File: config.mk
export PLATFORM = sky130hd
export DESIGN_NAME = escape_sequence_decoder_flat
export DESIGN_NICKNAME = d
export VERILOG_FILES = /design/src/esd_pkg.sv /design/src/esd_if.sv /design/src/esd_step.sv /design/src/escape_sequence_decoder.sv /design/src/flat_wrapper.sv
export SDC_FILE = /design/constraint.sdc
export NUM_CORES = 1
export LEC_CHECK = 0
export ABC_AREA = 0
export BUFFER_PORTS_ARGS = -buffer_cell sky130_fd_sc_hd__buf_2
export CELL_PAD_IN_SITES_DETAIL_PLACEMENT = 0
export CELL_PAD_IN_SITES_GLOBAL_PLACEMENT = 1
export CORE_MARGIN = 2
export CORE_UTILIZATION = 25
export DETAILED_ROUTE_END_ITERATION = 10
export PLACE_DENSITY = 0.54
export SYNTH_ARGS = -nofsm -noshare
export SYNTH_HDL_FRONTEND = slang
export SYNTH_SLANG_ARGS = --single-unit
File: constraint.sdc
create_clock -name i_clk -period 4.6 [get_ports i_clk]
set_clock_uncertainty 0.15 [all_clocks]
set_input_delay 0.92 -clock i_clk [delete_from_list [all_inputs] [get_ports i_clk]]
set_output_delay 0.92 -clock i_clk [all_outputs]
set_load 0.01 [all_outputs]
File: src/esd_pkg.sv
package esd_pkg;

    // Width of every reported byte position
    localparam int OUT_POS_BITS = 16;

    // Characters the decoder looks at
    localparam logic [7:0] CHAR_BACKSLASH = "\\";
    localparam logic [7:0] CHAR_A_ESC     = "a";
    localparam logic [7:0] CHAR_B_ESC     = "b";
    localparam logic [7:0] CHAR_T_ESC     = "t";
    localparam logic [7:0] CHAR_N_ESC     = "n";
    localparam logic [7:0] CHAR_V_ESC     = "v";
    localparam logic [7:0] CHAR_F_ESC     = "f";
    localparam logic [7:0] CHAR_R_ESC     = "r";
    localparam logic [7:0] CHAR_X_ESC     = "x";
    localparam logic [7:0] CHAR_DIGIT_0   = "0";
    localparam logic [7:0] CHAR_DIGIT_7   = "7";
    localparam logic [7:0] CHAR_DIGIT_9   = "9";
    localparam logic [7:0] CHAR_LOWER_A   = "a";
    localparam logic [7:0] CHAR_LOWER_F   = "f";
    localparam logic [7:0] CHAR_UPPER_A   = "A";
    localparam logic [7:0] CHAR_UPPER_F   = "F";

    // Control codes produced by the letter escapes
    localparam logic [7:0] CODE_BEL = 8'h07;
    localparam logic [7:0] CODE_BS  = 8'h08;
    localparam logic [7:0] CODE_HT  = 8'h09;
    localparam logic [7:0] CODE_LF  = 8'h0A;
    localparam logic [7:0] CODE_VT  = 8'h0B;
    localparam logic [7:0] CODE_FF  = 8'h0C;
    localparam logic [7:0] CODE_CR  = 8'h0D;

    typedef enum logic [2:0] {
        MODE_IDLE  = 3'd0,
        MODE_ESC   = 3'd1,
        MODE_HEX1  = 3'd2,
        MODE_HEX2  = 3'd3,
        MODE_OCT1  = 3'd4,
        MODE_OCT2  = 3'd5,
        MODE_DRAIN = 3'd6
    } t_mode;

    typedef enum logic [2:0] {
        ERR_NONE        = 3'd0,
        ERR_END_ESCAPE  = 3'd1,
        ERR_HEX_MISSING = 3'd2,
        ERR_OCT_RANGE   = 3'd3,
        ERR_OCT_MISSING = 3'd4
    } t_err;

    // Decoder state apart from the byte position
    typedef struct packed {
        t_mode                   mode;
        logic [7:0]              acc;
        logic [OUT_POS_BITS-1:0] esc_pos;
    } t_state;

    // One result item
    typedef struct packed {
        logic [7:0]              out_char;
        t_err                    err;
        logic [OUT_POS_BITS-1:0] pos;
        logic                    eos;
    } t_result;

    typedef struct packed {
        logic       ok;
        logic [3:0] val;
    } t_digit;

    // Hex digit of either case
    function automatic t_digit hex_digit(input logic [7:0] c);
        t_digit d;
        d.ok  = 1'b0;
        d.val = 4'd0;
        if (c >= CHAR_DIGIT_0 && c <= CHAR_DIGIT_9) begin
            d.ok  = 1'b1;
            d.val = 4'(c - CHAR_DIGIT_0);
        end else if (c >= CHAR_LOWER_A && c <= CHAR_LOWER_F) begin
            d.ok  = 1'b1;
            d.val = 4'(c - CHAR_LOWER_A + 8'd10);
        end else if (c >= CHAR_UPPER_A && c <= CHAR_UPPER_F) begin
            d.ok  = 1'b1;
            d.val = 4'(c - CHAR_UPPER_A + 8'd10);
        end
        return d;
    endfunction

    // Octal digit, value in the low three bits
    function automatic t_digit oct_digit(input logic [7:0] c);
        t_digit d;
        d.ok  = 1'b0;
        d.val = 4'd0;
        if (c >= CHAR_DIGIT_0 && c <= CHAR_DIGIT_7) begin
            d.ok  = 1'b1;
            d.val = 4'(c - CHAR_DIGIT_0);
        end
        return d;
    endfunction

endpackage

File: src/esd_if.sv
// Input channel: one raw byte per item
interface esd_in_if;
    logic       valid;
    logic       ready;
    logic [7:0] in_char;
    logic       in_last;

    modport source (output valid, output in_char, output in_last, input ready);
    modport sink   (input valid, input in_char, input in_last, output ready);
endinterface

// Output channel: one decoded byte or error per item
interface esd_out_if;
    logic        valid;
    logic        ready;
    logic [7:0]  out_char;
    logic [2:0]  error_code;
    logic [15:0] error_position;
    logic        end_of_string;

    modport source (output valid, output out_char, output error_code,
                    output error_position, output end_of_string, input ready);
    modport sink   (input valid, input out_char, input error_code,
                    input error_position, input end_of_string, output ready);
endinterface

File: src/esd_step.sv
// Next state and result for one input byte
module esd_step import esd_pkg::*; #(
    parameter int POSITION_BITS = 16
) (
    input  logic                     i_enable,
    input  logic [7:0]               i_char,
    input  logic                     i_last,
    input  t_state                   i_state,
    input  logic [POSITION_BITS-1:0] i_pos,
    output t_state                   o_state,
    output logic [POSITION_BITS-1:0] o_pos,
    output logic                     o_res_valid,
    output t_result                  o_res
);

    logic [POSITION_BITS-1:0] pos_inc;
    logic [OUT_POS_BITS-1:0]  cur16;
    logic [OUT_POS_BITS-1:0]  inc16;
    t_digit                   hd;
    t_digit                   od;

    assign pos_inc = i_pos + {{(POSITION_BITS-1){1'b0}}, 1'b1};

    // Reported positions are the low bits, zero extended when narrower
    generate
        if (POSITION_BITS >= OUT_POS_BITS) begin : g_pos_trunc
            assign cur16 = i_pos[OUT_POS_BITS-1:0];
            assign inc16 = pos_inc[OUT_POS_BITS-1:0];
        end else begin : g_pos_ext
            assign cur16 = {{(OUT_POS_BITS-POSITION_BITS){1'b0}}, i_pos};
            assign inc16 = {{(OUT_POS_BITS-POSITION_BITS){1'b0}}, pos_inc};
        end
    endgenerate

    assign hd = hex_digit(i_char);
    assign od = oct_digit(i_char);

    always_comb begin
        o_state     = i_state;
        o_res_valid = 1'b0;
        o_res       = '{out_char: 8'd0, err: ERR_NONE, pos: '0, eos: i_last};

        if (!i_enable) begin
            // pass-through drops any pending escape
            o_state.mode   = MODE_IDLE;
            o_res_valid    = 1'b1;
            o_res.out_char = i_char;
        end else begin
            unique case (i_state.mode)
                MODE_ESC: begin
                    o_state.esc_pos = cur16;
                    o_state.mode    = MODE_IDLE;
                    o_res_valid     = 1'b1;
                    unique case (i_char)
                        CHAR_A_ESC: o_res.out_char = CODE_BEL;
                        CHAR_B_ESC: o_res.out_char = CODE_BS;
                        CHAR_T_ESC: o_res.out_char = CODE_HT;
                        CHAR_N_ESC: o_res.out_char = CODE_LF;
                        CHAR_V_ESC: o_res.out_char = CODE_VT;
                        CHAR_F_ESC: o_res.out_char = CODE_FF;
                        CHAR_R_ESC: o_res.out_char = CODE_CR;
                        CHAR_X_ESC: begin
                            if (i_last) begin
                                o_res.err = ERR_HEX_MISSING;
                                o_res.pos = cur16;
                            end else begin
                                o_res_valid  = 1'b0;
                                o_state.mode = MODE_HEX1;
                            end
                        end
                        default: begin
                            priority if (od.ok && od.val[2]) begin
                                o_res.err = ERR_OCT_RANGE;
                                o_res.pos = cur16;
                            end else if (od.ok && i_last) begin
                                o_res.err = ERR_OCT_MISSING;
                                o_res.pos = cur16;
                            end else if (od.ok) begin
                                o_res_valid  = 1'b0;
                                o_state.acc  = {6'd0, od.val[1:0]};
                                o_state.mode = MODE_OCT1;
                            end else begin
                                // unknown escape stands for itself
                                o_res.out_char = i_char;
                            end
                        end
                    endcase
                end
                MODE_HEX1: begin
                    priority if (i_last) begin
                        o_res_valid = 1'b1;
                        o_res.err   = ERR_HEX_MISSING;
                        o_res.pos   = i_state.esc_pos;
                    end else if (!hd.ok) begin
                        o_res_valid = 1'b1;
                        o_res.err   = ERR_HEX_MISSING;
                        o_res.pos   = cur16;
                    end else begin
                        o_state.acc  = {4'd0, hd.val};
                        o_state.mode = MODE_HEX2;
                    end
                end
                MODE_HEX2: begin
                    o_res_valid = 1'b1;
                    if (!hd.ok) begin
                        o_res.err = ERR_HEX_MISSING;
                        o_res.pos = cur16;
                    end else begin
                        o_res.out_char = {i_state.acc[3:0], hd.val};
                        o_state.mode   = MODE_IDLE;
                    end
                end
                MODE_OCT1: begin
                    priority if (i_last) begin
                        o_res_valid = 1'b1;
                        o_res.err   = ERR_OCT_MISSING;
                        o_res.pos   = i_state.esc_pos;
                    end else if (!od.ok) begin
                        o_res_valid = 1'b1;
                        o_res.err   = ERR_OCT_MISSING;
                        o_res.pos   = cur16;
                    end else begin
                        o_state.acc  = {i_state.acc[4:0], od.val[2:0]};
                        o_state.mode = MODE_OCT2;
                    end
                end
                MODE_OCT2: begin
                    o_res_valid = 1'b1;
                    if (!od.ok) begin
                        o_res.err = ERR_OCT_MISSING;
                        o_res.pos = cur16;
                    end else begin
                        o_res.out_char = {i_state.acc[4:0], od.val[2:0]};
                        o_state.mode   = MODE_IDLE;
                    end
                end
                MODE_DRAIN: begin
                    // bytes dropped up to and including the final one
                end
                default: begin
                    // idle, and unused codes act as idle
                    priority if (i_char != CHAR_BACKSLASH) begin
                        o_res_valid    = 1'b1;
                        o_res.out_char = i_char;
                        o_state.mode   = MODE_IDLE;
                    end else if (i_last) begin
                        o_res_valid = 1'b1;
                        o_res.err   = ERR_END_ESCAPE;
                        o_res.pos   = inc16;
                    end else begin
                        o_state.mode = MODE_ESC;
                    end
                end
            endcase

            // any error ends the string's output and starts dropping
            if (o_res_valid && o_res.err != ERR_NONE) begin
                o_res.out_char = 8'd0;
                o_res.eos      = 1'b1;
                o_state.mode   = MODE_DRAIN;
            end
        end

        // final byte restarts the decoder
        if (i_last) begin
            o_pos         = '0;
            o_state.mode  = MODE_IDLE;
            o_state.acc   = 8'd0;
        end else begin
            o_pos = pos_inc;
        end
    end

endmodule

File: src/escape_sequence_decoder.sv
// An accepted byte's result is held in the output register from the next cycle.
// Throughput: one byte per cycle; the decode of each byte is a single pass through
// the step logic, and a new byte is taken in the cycle the held result leaves.
// A stalled result blocks input. Escape openers, the x of a hex escape, all but
// the last digit of a numeric escape and dropped bytes give no result.
// Reset (synchronous, active low): decoding enabled, mode idle, position zero,
// output empty.
module escape_sequence_decoder import esd_pkg::*; #(
    parameter int POSITION_BITS = 16
) (
    input  logic       i_clk,
    input  logic       i_rst_n,
    esd_in_if.sink     i_in,
    esd_out_if.source  o_out,
    input  logic       i_cfg_we,
    input  logic       i_cfg_wdata
);

    logic                     r_enable;
    t_state                   r_state;
    t_state                   n_state;
    logic [POSITION_BITS-1:0] r_pos;
    logic [POSITION_BITS-1:0] n_pos;
    logic                     r_out_valid;
    t_result                  r_out;
    t_result                  n_out;
    logic                     n_out_valid;
    logic                     accept;

    // Input is taken whenever the output register is free or being emptied
    assign i_in.ready = !r_out_valid || o_out.ready;
    assign accept     = i_in.valid && i_in.ready;

    esd_step #(
        .POSITION_BITS(POSITION_BITS)
    ) u_step (
        .i_enable   (r_enable),
        .i_char     (i_in.in_char),
        .i_last     (i_in.in_last),
        .i_state    (r_state),
        .i_pos      (r_pos),
        .o_state    (n_state),
        .o_pos      (n_pos),
        .o_res_valid(n_out_valid),
        .o_res      (n_out)
    );

    // Configuration register
    always_ff @(posedge i_clk) begin
        if (!i_rst_n) begin
            r_enable <= 1'b1;
        end else if (i_cfg_we) begin
            r_enable <= i_cfg_wdata;
        end
    end

    // Decoder state
    always_ff @(posedge i_clk) begin
        if (!i_rst_n) begin
            r_state <= '{mode: MODE_IDLE, acc: 8'd0, esc_pos: '0};
            r_pos   <= '0;
        end else if (accept) begin
            r_state <= n_state;
            r_pos   <= n_pos;
        end
    end

    // Output register
    always_ff @(posedge i_clk) begin
        if (!i_rst_n) begin
            r_out_valid <= 1'b0;
        end else if (accept) begin
            r_out_valid <= n_out_valid;
        end else if (o_out.ready) begin
            r_out_valid <= 1'b0;
        end
    end

    always_ff @(posedge i_clk) begin
        if (accept && n_out_valid) begin
            r_out <= n_out;
        end
    end

    assign o_out.valid          = r_out_valid;
    assign o_out.out_char       = r_out.out_char;
    assign o_out.error_code     = r_out.err;
    assign o_out.error_position = r_out.pos;
    assign o_out.end_of_string  = r_out.eos;

`ifndef ASSERT_OFF
    // an error result closes the string and carries no byte
    a_err_closes: assert property (@(posedge i_clk) disable iff (!i_rst_n)
        (o_out.valid && o_out.error_code != ERR_NONE)
            |-> (o_out.end_of_string && o_out.out_char == 8'd0))
        else $error("error result without end_of_string or with nonzero byte");

    // a good result reports no position
    a_ok_no_pos: assert property (@(posedge i_clk) disable iff (!i_rst_n)
        (o_out.valid && o_out.error_code == ERR_NONE) |-> (o_out.error_position == '0))
        else $error("ok result with nonzero position");

    // final byte restarts position and mode
    a_last_restarts: assert property (@(posedge i_clk) disable iff (!i_rst_n)
        (accept && i_in.in_last) |=> (r_pos == '0 && r_state.mode == MODE_IDLE))
        else $error("final byte did not restart decoder");

    // a held result blocks new input
    a_no_overrun: assert property (@(posedge i_clk) disable iff (!i_rst_n)
        (r_out_valid && !o_out.ready) |-> !i_in.ready)
        else $error("input accepted while result stalled");
`endif

endmodule
File: src/flat_wrapper.sv
// flat-port wrapper written by rule: the top's interface ports become plain ports
module escape_sequence_decoder_flat import esd_pkg::*;
#(
    parameter int POSITION_BITS = 16
)
  (i_clk, i_rst_n, i_cfg_we, i_cfg_wdata, i_in_valid, i_in_in_char, i_in_in_last, i_in_ready, o_out_valid, o_out_out_char, o_out_error_code, o_out_error_position, o_out_end_of_string, o_out_ready);
  esd_in_if i_in_i ();
  esd_out_if o_out_i ();
  input  logic i_clk;
  input  logic i_rst_n;
  input  logic i_cfg_we;
  input  logic i_cfg_wdata;
  input wire logic [$bits(i_in_i.valid)-1:0] i_in_valid;
  input wire logic [$bits(i_in_i.in_char)-1:0] i_in_in_char;
  input wire logic [$bits(i_in_i.in_last)-1:0] i_in_in_last;
  output wire logic [$bits(i_in_i.ready)-1:0] i_in_ready;
  output wire logic [$bits(o_out_i.valid)-1:0] o_out_valid;
  output wire logic [$bits(o_out_i.out_char)-1:0] o_out_out_char;
  output wire logic [$bits(o_out_i.error_code)-1:0] o_out_error_code;
  output wire logic [$bits(o_out_i.error_position)-1:0] o_out_error_position;
  output wire logic [$bits(o_out_i.end_of_string)-1:0] o_out_end_of_string;
  input wire logic [$bits(o_out_i.ready)-1:0] o_out_ready;
  assign i_in_i.valid = i_in_valid;
  assign i_in_i.in_char = i_in_in_char;
  assign i_in_i.in_last = i_in_in_last;
  assign i_in_ready = i_in_i.ready;
  assign o_out_valid = o_out_i.valid;
  assign o_out_out_char = o_out_i.out_char;
  assign o_out_error_code = o_out_i.error_code;
  assign o_out_error_position = o_out_i.error_position;
  assign o_out_end_of_string = o_out_i.end_of_string;
  assign o_out_i.ready = o_out_ready;
  escape_sequence_decoder #(.POSITION_BITS(POSITION_BITS)) u_core (.i_clk(i_clk), .i_rst_n(i_rst_n), .i_in(i_in_i), .o_out(o_out_i), .i_cfg_we(i_cfg_we), .i_cfg_wdata(i_cfg_wdata));
endmodule
==> flow_metrics.tcl, run 1 <==
set metrics [dict create \
    htreeDepth 3 \
    grtUsageTotal_pct 16.5 \
    cp.required_ns 4.45 \
    hpwl_um 11100 \
    stdcell_area_mm2 0.00544 \
    nFillCells 1980 \
    tritoncts "yes" \
    yosys_warnings 0 \
    finalSetupTns_ns 0 \
    period_share_pct 75.5 \
    route.detailed.drc 0 \
    hold_buffers 0 \
    synth_top_area_share_pct 17.7 \
    clk_pin_slew_ns 0.06 \
    clk-insertion-delay-late_ns 0.35 \
    syn-cell-area_mm2 0.00476 \
    ys_types 78 \
    finalCriticalPeriod_ns 3.47 \
    path_cells "buf_2 -> inv_1 -> ha_1 -> nand2b_1 -> o21a_2 -> a211oi_4 -> a2111o_1 -> a21oi_1 -> nor2_2 -> buf_4" \
    row_count 50 \
    routed_via_density 5.41 \
    dr_wl_met3_um 804 \
    path_class "in -> reg" \
    status "completed" \
    yosysSeqAreaShare_pct 35.3 \
    setup_viol 0 \
    cp_max_fo 28 \
    firstDrtPassIters 5 \
    cts_resized 0 \
    fin_nets 618 \
    hold_viol 0 \
    port_buffers 44 \
    critPathCaptureType "flip-flop" \
    finalMaxSlewViolations 0 \
    area_delta_synth_final_pct 14.2 \
    tightest_slew_ns 0.889 \
    netlist_instances 581 \
    grt_pass1_vias 4352 \
    drtIter0Drc 323 \
    power.leakage_uw 0.00179 \
    synth_ff_type "dfxtp_1" \
    cpMaxStageDelayCell "a211oi_4" \
    synthArstFlopShare_pct 0 \
    slew_headroom_pct 40.6 \
    syn_avg_cell_area_um2 8.19 \
    gp_congestion 0.895 \
    initial_utilization_pct 25.5 \
    die_h_um 142 \
    io-pin-count 45 \
    synth-edff-count 28 \
    antenna_found_initial 1 \
    cts_buffer_depth 2 \
    placed_area_mm2 0.00515 \
    finalPower_uw 1520 \
    rsz0062_at_grt "no" \
    multi_input_area_mm2 0.00282 \
    startpoint_type "input port" \
    cts_buffers 9 \
    grt_pass1_wl_um 25500 \
    yosysTopAreaCell "dfxtp_1" \
    hold_path_class "reg -> reg" \
    dr_wl_met2_um 7310 \
    synth_seq_cells 70 \
    worstPathArrival_ns 3.32 \
    clkSinkCount 70 \
    vias 4532 \
    drv_cap 0 \
    critPathMaxStageDelay_ns 0.48 \
    drive_gt1_share_pct 16.1 \
    dr.max_layer_used "met5" \
    dieArea_mm2 0.0202 \
    synthTopCellsByArea "dfxtp_1 (18%), edfxtp_1 (18%), nand2_1 (6.2%), a21boi_0 (4.3%), a21oi_1 (3.7%)" \
    powerDensity_mw_per_mm2 280 \
    die_width_um 142 \
    overflow 0 \
    post-cts-setup-buffer-count 0 \
    antenna_left 0 \
    clockRootBuffer "clkbuf_16" \
    ff_latch_area_mm2 0.00168 \
    max_freq_ghz 0.288 \
    wirelength_um 16300 \
    drt-met1-wl_um 7820 \
    grt_max_degree 45 \
    diodes 0 \
    ir_drop_v 0.000149 \
    synth_fp_nets 601 \
    core_area_mm2 0.0187 \
    wire_per_inst_um 19.4 \
]
==> per-stage QoR <==
| step | setup WS (ns) | instances | hold WS [ns] | util [%] |
|---|---|---|---|---|
| 4_1_cts | 1.15 | 837 | 0.319 | 29.1 |
| 3_3_place_gp | 0.853 | 821 | 0.301 | 27.5 |
| 5_1_grt | 0.948 | 837 | 0.335 | 29.1 |
| 2_1_floorplan | 0.640 | 581 | 0.288 | - |
| 6_report | 1.13 | 837 | 0.313 | 29.1 |
| 3_5_place_dp | 0.774 | 821 | 0.311 | 27.5 |
==> path summary, 6_finish.rpt <==
| kind | slack [ns] | endpoint | from | cells after the start |
|---|---|---|---|---|
| max | 1.13 | u_core.o_out.end_of_string | i_in_in_char[0] | 10 |
| min | 0.31 | u_core.r_state[8] | u_core.r_state[8] | 2 |
| max reg2reg | 1.48 | u_core.o_out.out_char[4] | u_core.r_state[24] | 6 |
| min reg2reg | 0.31 | u_core.r_state[8] | u_core.r_state[8] | 2 |
==> cells in the mapped netlist (all sizes together), types with 3 or more instances <==
cell,n
nor4,5
inv,13
nand2b,15
a31oi,18
nand4,3
dfxtp,42
xnor2,5
a2bb2oi,9
o211ai,5
a21boi,27
clkbuf,30
o31a,4
and4,3
nand3,20
nor3,22
and2,10
o21ai,35
o21a,7
edfxtp,28
a32oi,5
nor2,31
a21o,5
nand2,80
a211oi,3
ha,5
o31ai,5
nand4bb,3
nor2b,13
a21oi,37
and3,5
buf,19
o22ai,16
or3,9
mux2i,7
xor2,3
==> final cells by class <==
class                   count  share of cell area, %
clock buffers              10                   4.21
clock inverters             6                   1.15
inverters                  14                  0.966
multi-input cells         448                   51.8
flip-flops and latches     70                   30.9
well taps                 234                   5.38
repair buffers             55                   5.57
==> state kept, by name, indices dropped and copies added, names as in the netlist <==
| signal | count |
|---|---|
| u_core.o_out.valid | 1 |
| u_core.r_pos | 16 |
| u_core.o_out.error_position | 16 |
| u_core.o_out.end_of_string | 1 |
| u_core.o_out.error_code | 3 |
| u_core.o_out.out_char | 8 |
| u_core.r_enable | 1 |
| u_core.r_state | 24 |
==> critical path: cells and delay by family <==
| family | cells | cell delay, ns |
|---|---|---|
| AOI/OAI and AO/OA | 4 | 1.04 |
| buffers and inverters | 3 | 0.71 |
| adders and majority gates | 1 | 0.39 |
| and+or+nand+nor | 2 | 0.24 |
==> per-layer routing <==
layer / global-route usage [%] / vias up
met5: 0 / -
met4: 5.58 / 2
met3: 4.04 / 25
met2: 25.6 / 131
met1: 22.6 / 2193
li1: - / 2181
==> cell families (layout without fill, tap and decap cells) <==
| logic type | Yosys count | count (layout) | synth area share, % |
|---|---|---|---|
| multiplexers | 8 | 8 | 1.71 |
| flip-flops | 70 | 70 | 35.3 |
| AO/OA/AOI/OAI | 199 | 199 | 29.2 |
| adder cells (fa/ha/maj) | 5 | 5 | 1.31 |
| XOR/XNOR | 8 | 8 | 1.47 |
| AND/OR/NAND/NOR | 228 | 228 | 25.2 |
| buffers and inverters | 63 | 85 | 5.83 |
==> power breakdown <==
part / switching [µW] / internal (µW)
Sequential: 8.12 / 662
Clock: 276 / 419
Combinational: 106 / 50.1
==> cell usage in the layout, fill, tap and decap left out, types with 6 or more instances in the layout <==
| master | n |
|---|---|
| a21boi_0 | 27 |
| a21oi_1 | 35 |
| a2bb2oi_1 | 9 |
| a31oi_1 | 18 |
| and2_1 | 10 |
| buf_2 | 44 |
| buf_4 | 11 |
| clkbuf_16 | 9 |
| dfxtp_1 | 42 |
| edfxtp_1 | 28 |
| inv_1 | 12 |
| mux2i_1 | 7 |
| nand2_1 | 79 |
| nand2b_1 | 14 |
| nand3_1 | 20 |
| nor2_1 | 29 |
| nor2b_1 | 13 |
| nor3_1 | 16 |
| o21a_1 | 6 |
| o21ai_0 | 34 |
| o22ai_1 | 16 |
| or3_1 | 9 |
(Power assumes the default switching activity.)
==> inputs of run 2 (changes only) <==
PLACE_DENSITY = 0.56   (was 0.54)
clock period = 2.8 ns   (was 4.6 ns; I/O delays follow)
==> flow_metrics.tcl, run 2 (synthesis gave the netlist of run 1 again) <==
set metrics [dict create \
    io-pin-count 45 \
    path_class "in -> reg" \
    overflow 0 \
    drive_gt1_share_pct 25.9 \
    tritoncts "yes" \
    finalCriticalPeriod_ns 2.67 \
    htreeDepth 3 \
    final_common_cell "nand2_1" \
    ir_drop_v 0.000261 \
    finalMaxSlewViolations 0 \
    hold_path_class "in -> reg" \
    p_sw_uw 657 \
    slew_headroom_pct 56.2 \
    registers.top_by_ff_count "u_core.r_state" \
    layout_common_cells "nand2_1 (79), buf_4 (78), buf_2 (44), dfxtp_1 (42)" \
    dr_wl_met2_um 7730 \
    row_count 50 \
    drv_cap 0 \
    cp_common_cell "nand2b_1" \
    cts_buffer_depth 2 \
    area_delta_synth_final_pct 26.6 \
    combPwrFrac_pct 12.2 \
    grt_pass1_vias 4742 \
    antenna_left 0 \
    post-cts-setup-buffer-count 0 \
    diodes 0 \
    period_share_pct 95.4 \
    path_cells "buf_2 -> inv_2 -> ha_1 -> nand2b_1 -> o21a_2 -> buf_4 -> a211o_2 -> o221a_4 -> nand2b_1 -> a21oi_1" \
    stdcell_area_mm2 0.00603 \
    route.detailed.drc 0 \
    ff_latch_area_mm2 0.00168 \
    grt_max_degree 45 \
    seqPwrFrac_pct 42.5 \
    switching_share_pct 25.5 \
    multi_input_area_mm2 0.00286 \
    drtIter0Drc 334 \
    hpwl_um 11800 \
    status "completed" \
    cp_num_buf_inv 3 \
    core_area_mm2 0.0187 \
    firstDrtPassIters 5 \
    wirelength_um 16600 \
    dr_wl_met3_um 726 \
    tightest_slew_ns 0.651 \
    finalSetupTns_ns 0 \
    placed_area_mm2 0.00571 \
    nFillCells 1953 \
    initial_utilization_pct 25.5 \
    critPathCaptureType "flip-flop" \
    grt_pass1_wl_um 26900 \
    cts_buffers 9 \
    internal_power_uw 1920 \
    powerDensity_mw_per_mm2 428 \
    drt-met1-wl_um 7990 \
    cp_max_fo 16 \
    fin_nets 688 \
    hold_viol 0 \
    worstPathArrival_ns 2.69 \
    setup_viol 0 \
    grtUsageTotal_pct 17.2 \
    wire_per_inst_um 18.3 \
    dr.max_layer_used "met4" \
    gp_congestion 0.894 \
    path_delay_family "compound AO/OA/AOI/OAI gates" \
    cp.required_ns 2.82 \
    clk_pin_slew_ns 0.06 \
    place_ws_ns -0.447 \
    worst_slack_ns 0.129 \
    largest_reg_flops 24 \
    dieArea_mm2 0.0202 \
    rsz0062_at_grt "no" \
    power.leakage_uw 0.00213 \
    final_util_pct 32.2 \
    hold_buffers 0 \
    clk-insertion-delay-late_ns 0.34 \
    clockRootBuffer "clkbuf_16" \
    cpMaxStageDelayCell "a211o_2" \
    max_freq_ghz 0.374 \
    clkSinkCount 70 \
    critPathMaxStageDelay_ns 0.41 \
    port_buffers 44 \
    die_h_um 142 \
    routed_via_density 5.29 \
    startpoint_type "input port" \
    die_width_um 142 \
    vias 4796 \
    clkPwrFrac_pct 45.4 \
    antenna_found_initial 0 \
]
==> run 2: cell types whose count changed in the layout (fill, tap and decap cells not counted), sizes merged <==
cell / delta
clkinv: -1
buf: +69
clkinvlp: +1
nor2: +1
==> run 2: routing by layer <==
layer  vias to the layer above  GRT usage (%)
met3                        15           2.69
met4                         0           5.00
li1                       2323              -
met1                      2311           24.0
met5                         -              0
met2                       147           27.3
==> run 2: final cells by class <==
type	count	share of cell area [%]
clock buffer	10	3.96
inverter	14	0.872
clock inverter	6	1.02
sequential	70	27.9
timing repair buffer	124	14.0
tap	234	4.86
multi-input combinational	449	47.4
==> run 2: power groups by stage <==
stage | logic [µW] | clock network, µW | registers [µW]
after floorplan | 149 | 0 | 1130
after global placement | 308 | 0 | 1120
after detailed placement | 308 | 0 | 1120
after CTS | 313 | 1200 | 1100
after global routing | 341 | 1230 | 1100
final | 314 | 1170 | 1090
==> run 2: path summary, 6_finish.rpt <==
path / cells past startpoint / slack [ns] / startpoint / endpoint
setup / recovery: 10 / 0.13 / i_in_in_char[1] / u_core.o_out.error_position[2]
hold / removal: 2 / 0.30 / i_cfg_we / u_core.r_enable
setup reg to reg: 6 / 0.32 / u_core.r_state[24] / u_core.r_state[18]
hold reg to reg: 2 / 0.32 / u_core.r_state[11] / u_core.r_state[11]
==> run 2: what timing repair did <==
item / in CTS / in global routing
endpoints found under the setup margin: 28 / 28
pin swaps: 1 / 0
endpoints found under the hold margin: 0 / 0
cloned: 1 / 0
gates resized for setup: 1 / 1
==> run 2: stage by stage <==
step	hold WS (ns)	std cells	total power, µW
2_1_floorplan	0.288	581	1280
3_3_place_gp	0.305	890	1430
3_5_place_dp	0.311	890	1430
4_1_cts	0.281	907	2610
5_1_grt	0.296	907	2660
6_report	0.300	907	2580
==> inputs of run 3 (changes only) <==
GPL_TIMING_DRIVEN = 0   (was not set)
==> flow_metrics.tcl, run 3 (synthesis gave the netlist of run 1 again) <==
set metrics [dict create \
    nFillCells 1996 \
    gp_congestion 0.835 \
    fin_nets 662 \
    cpMaxStageDelayCell "a211o_4" \
    layout_common_cells "nand2_1 (79), buf_2 (53), dfxtp_1 (42), o21ai_0 (34), a21oi_1 (34)" \
    area_delta_synth_final_pct 21.0 \
    status "completed" \
    registers.top_by_ff_count "u_core.r_state" \
    cts_buffers 9 \
    largest_reg_flops 24 \
    initial_utilization_pct 25.5 \
    critPathCaptureType "flip-flop" \
    final_common_cell "nand2_1" \
    hold_path_class "in -> reg" \
    period_share_pct 98.6 \
    port_buffers 40 \
    dieArea_mm2 0.0202 \
    grt_max_degree 15 \
    worstPathArrival_ns 2.78 \
    clkSinkCount 70 \
    placed_area_mm2 0.00528 \
    routed_via_density 5.33 \
    clk_pin_slew_ns 0.06 \
    max_freq_ghz 0.362 \
    wirelength_um 16900 \
    antenna_found_initial 0 \
    startpoint_type "input port" \
    overflow 0 \
    tritoncts "yes" \
    setup_viol 0 \
    clockRootBuffer "clkbuf_16" \
    fin_hold_ws_ns 0.296 \
    multi_input_area_mm2 0.00289 \
    critPathMaxStageDelay_ns 0.40 \
    route.detailed.drc 0 \
    power.leakage_uw 0.00191 \
    row_count 50 \
    path_cells "buf_2 -> inv_2 -> ha_1 -> nand2b_1 -> o21a_2 -> a211o_4 -> o221a_4 -> buf_6 -> o2111a_1 -> nor3_2" \
    stdcell_area_mm2 0.00576 \
    htreeDepth 3 \
    cp_num_buf_inv 3 \
    antenna_left 0 \
    grt_pass1_wl_um 26000 \
    wire_per_inst_um 19.2 \
    hold_viol 0 \
    dpl.cell_count 855 \
    grtUsageTotal_pct 16.9 \
    grt_pass1_vias 4467 \
    io-pin-count 45 \
    cts_buffer_depth 2 \
    path_delay_family "compound AO/OA/AOI/OAI gates" \
    drv_cap 0 \
    finalPower_uw 2570 \
    rsz0062_at_grt "no" \
    finalCriticalPeriod_ns 2.76 \
    powerDensity_mw_per_mm2 445 \
    tightest_slew_ns 0.758 \
    cp_max_fo 10 \
    ir_drop_v 0.000249 \
    clk-insertion-delay-late_ns 0.34 \
    ff_latch_area_mm2 0.00168 \
    drive_gt1_share_pct 19.2 \
    cp.required_ns 2.82 \
    core_area_mm2 0.0187 \
    hpwl_um 12100 \
    die_h_um 142 \
    finalNonFillerCells 881 \
    vias 4699 \
    die_width_um 142 \
    slew_headroom_pct 49.4 \
    drtIter0Drc 434 \
    diodes 0 \
    finalMaxSlewViolations 0 \
    firstDrtPassIters 5 \
    path_class "in -> reg" \
]
==> run 3: worst paths after layout <==
check,end,slack [ns],cells after the start,startpoint
min reg2reg,u_core.r_state[15],0.32,2,u_core.r_state[15]
max,u_core.o_out.error_position[0],0.04,10,i_in_in_char[1]
max reg2reg,u_core.o_out.error_position[14],0.17,7,u_core.r_state[25]
min,u_core.r_enable,0.30,2,i_cfg_we
==> run 3: timing repair <==
item	in CTS	in global routing
setup endpoints to repair	29	53
endpoints found under the hold margin	0	0
gates cloned	1	0
resized for setup	3	12
pin swaps	3	7
hold buffers	0	0
setup buffers	6	3
==> run 3: stage by stage <==
stage	setup slack (ns)	TNS [ns]	utilization, %
final	0.0385	0	30.8
after floorplan	0.00598	0	-
after global placement	-0.912	-32.57	28.2
after CTS	0.00458	0	30.4
after global routing	0.00891	0	30.8
after detailed placement	-0.969	-34.48	28.2
==> run 3: area by class of cell <==
cell class | instances | area share, %
inverters | 14 | 0.912
well taps | 234 | 5.08
plain buffers | 49 | 4.06
clock buffers | 11 | 4.21
flip-flops and latches | 70 | 29.2
repair buffers | 49 | 5.34
clock inverters | 5 | 0.999
multi-input cells | 449 | 50.2
==> run 3: power by group <==
group          total (µW)  switching, µW  internal (µW)  leakage, µW
sequential           1100           7.89           1090     0.000617
combinational         291            191            101      0.00115
clock                1180            464            715     0.000146
==> run 3: metal layers <==
metal  vias to the layer above  global-route usage (%)  share of wire [%]
met5                         -                       0                  0
met4                         0                    4.95                1.6
met3                        21                    2.49                3.6
met2                       114                    27.8                 47
met1                      2276                    23.1                 48
li1                       2288                       -                  -
==> run 3: worst register-to-register path, delay by kind of cell, from the launching register on <==
| family | cells | cell delay, ns |
|---|---|---|
| compound gates | 3 | 0.91 |
| buf+inv | 3 | 0.85 |
| flops | 1 | 0.39 |
| simple gates | 1 | 0.09 |
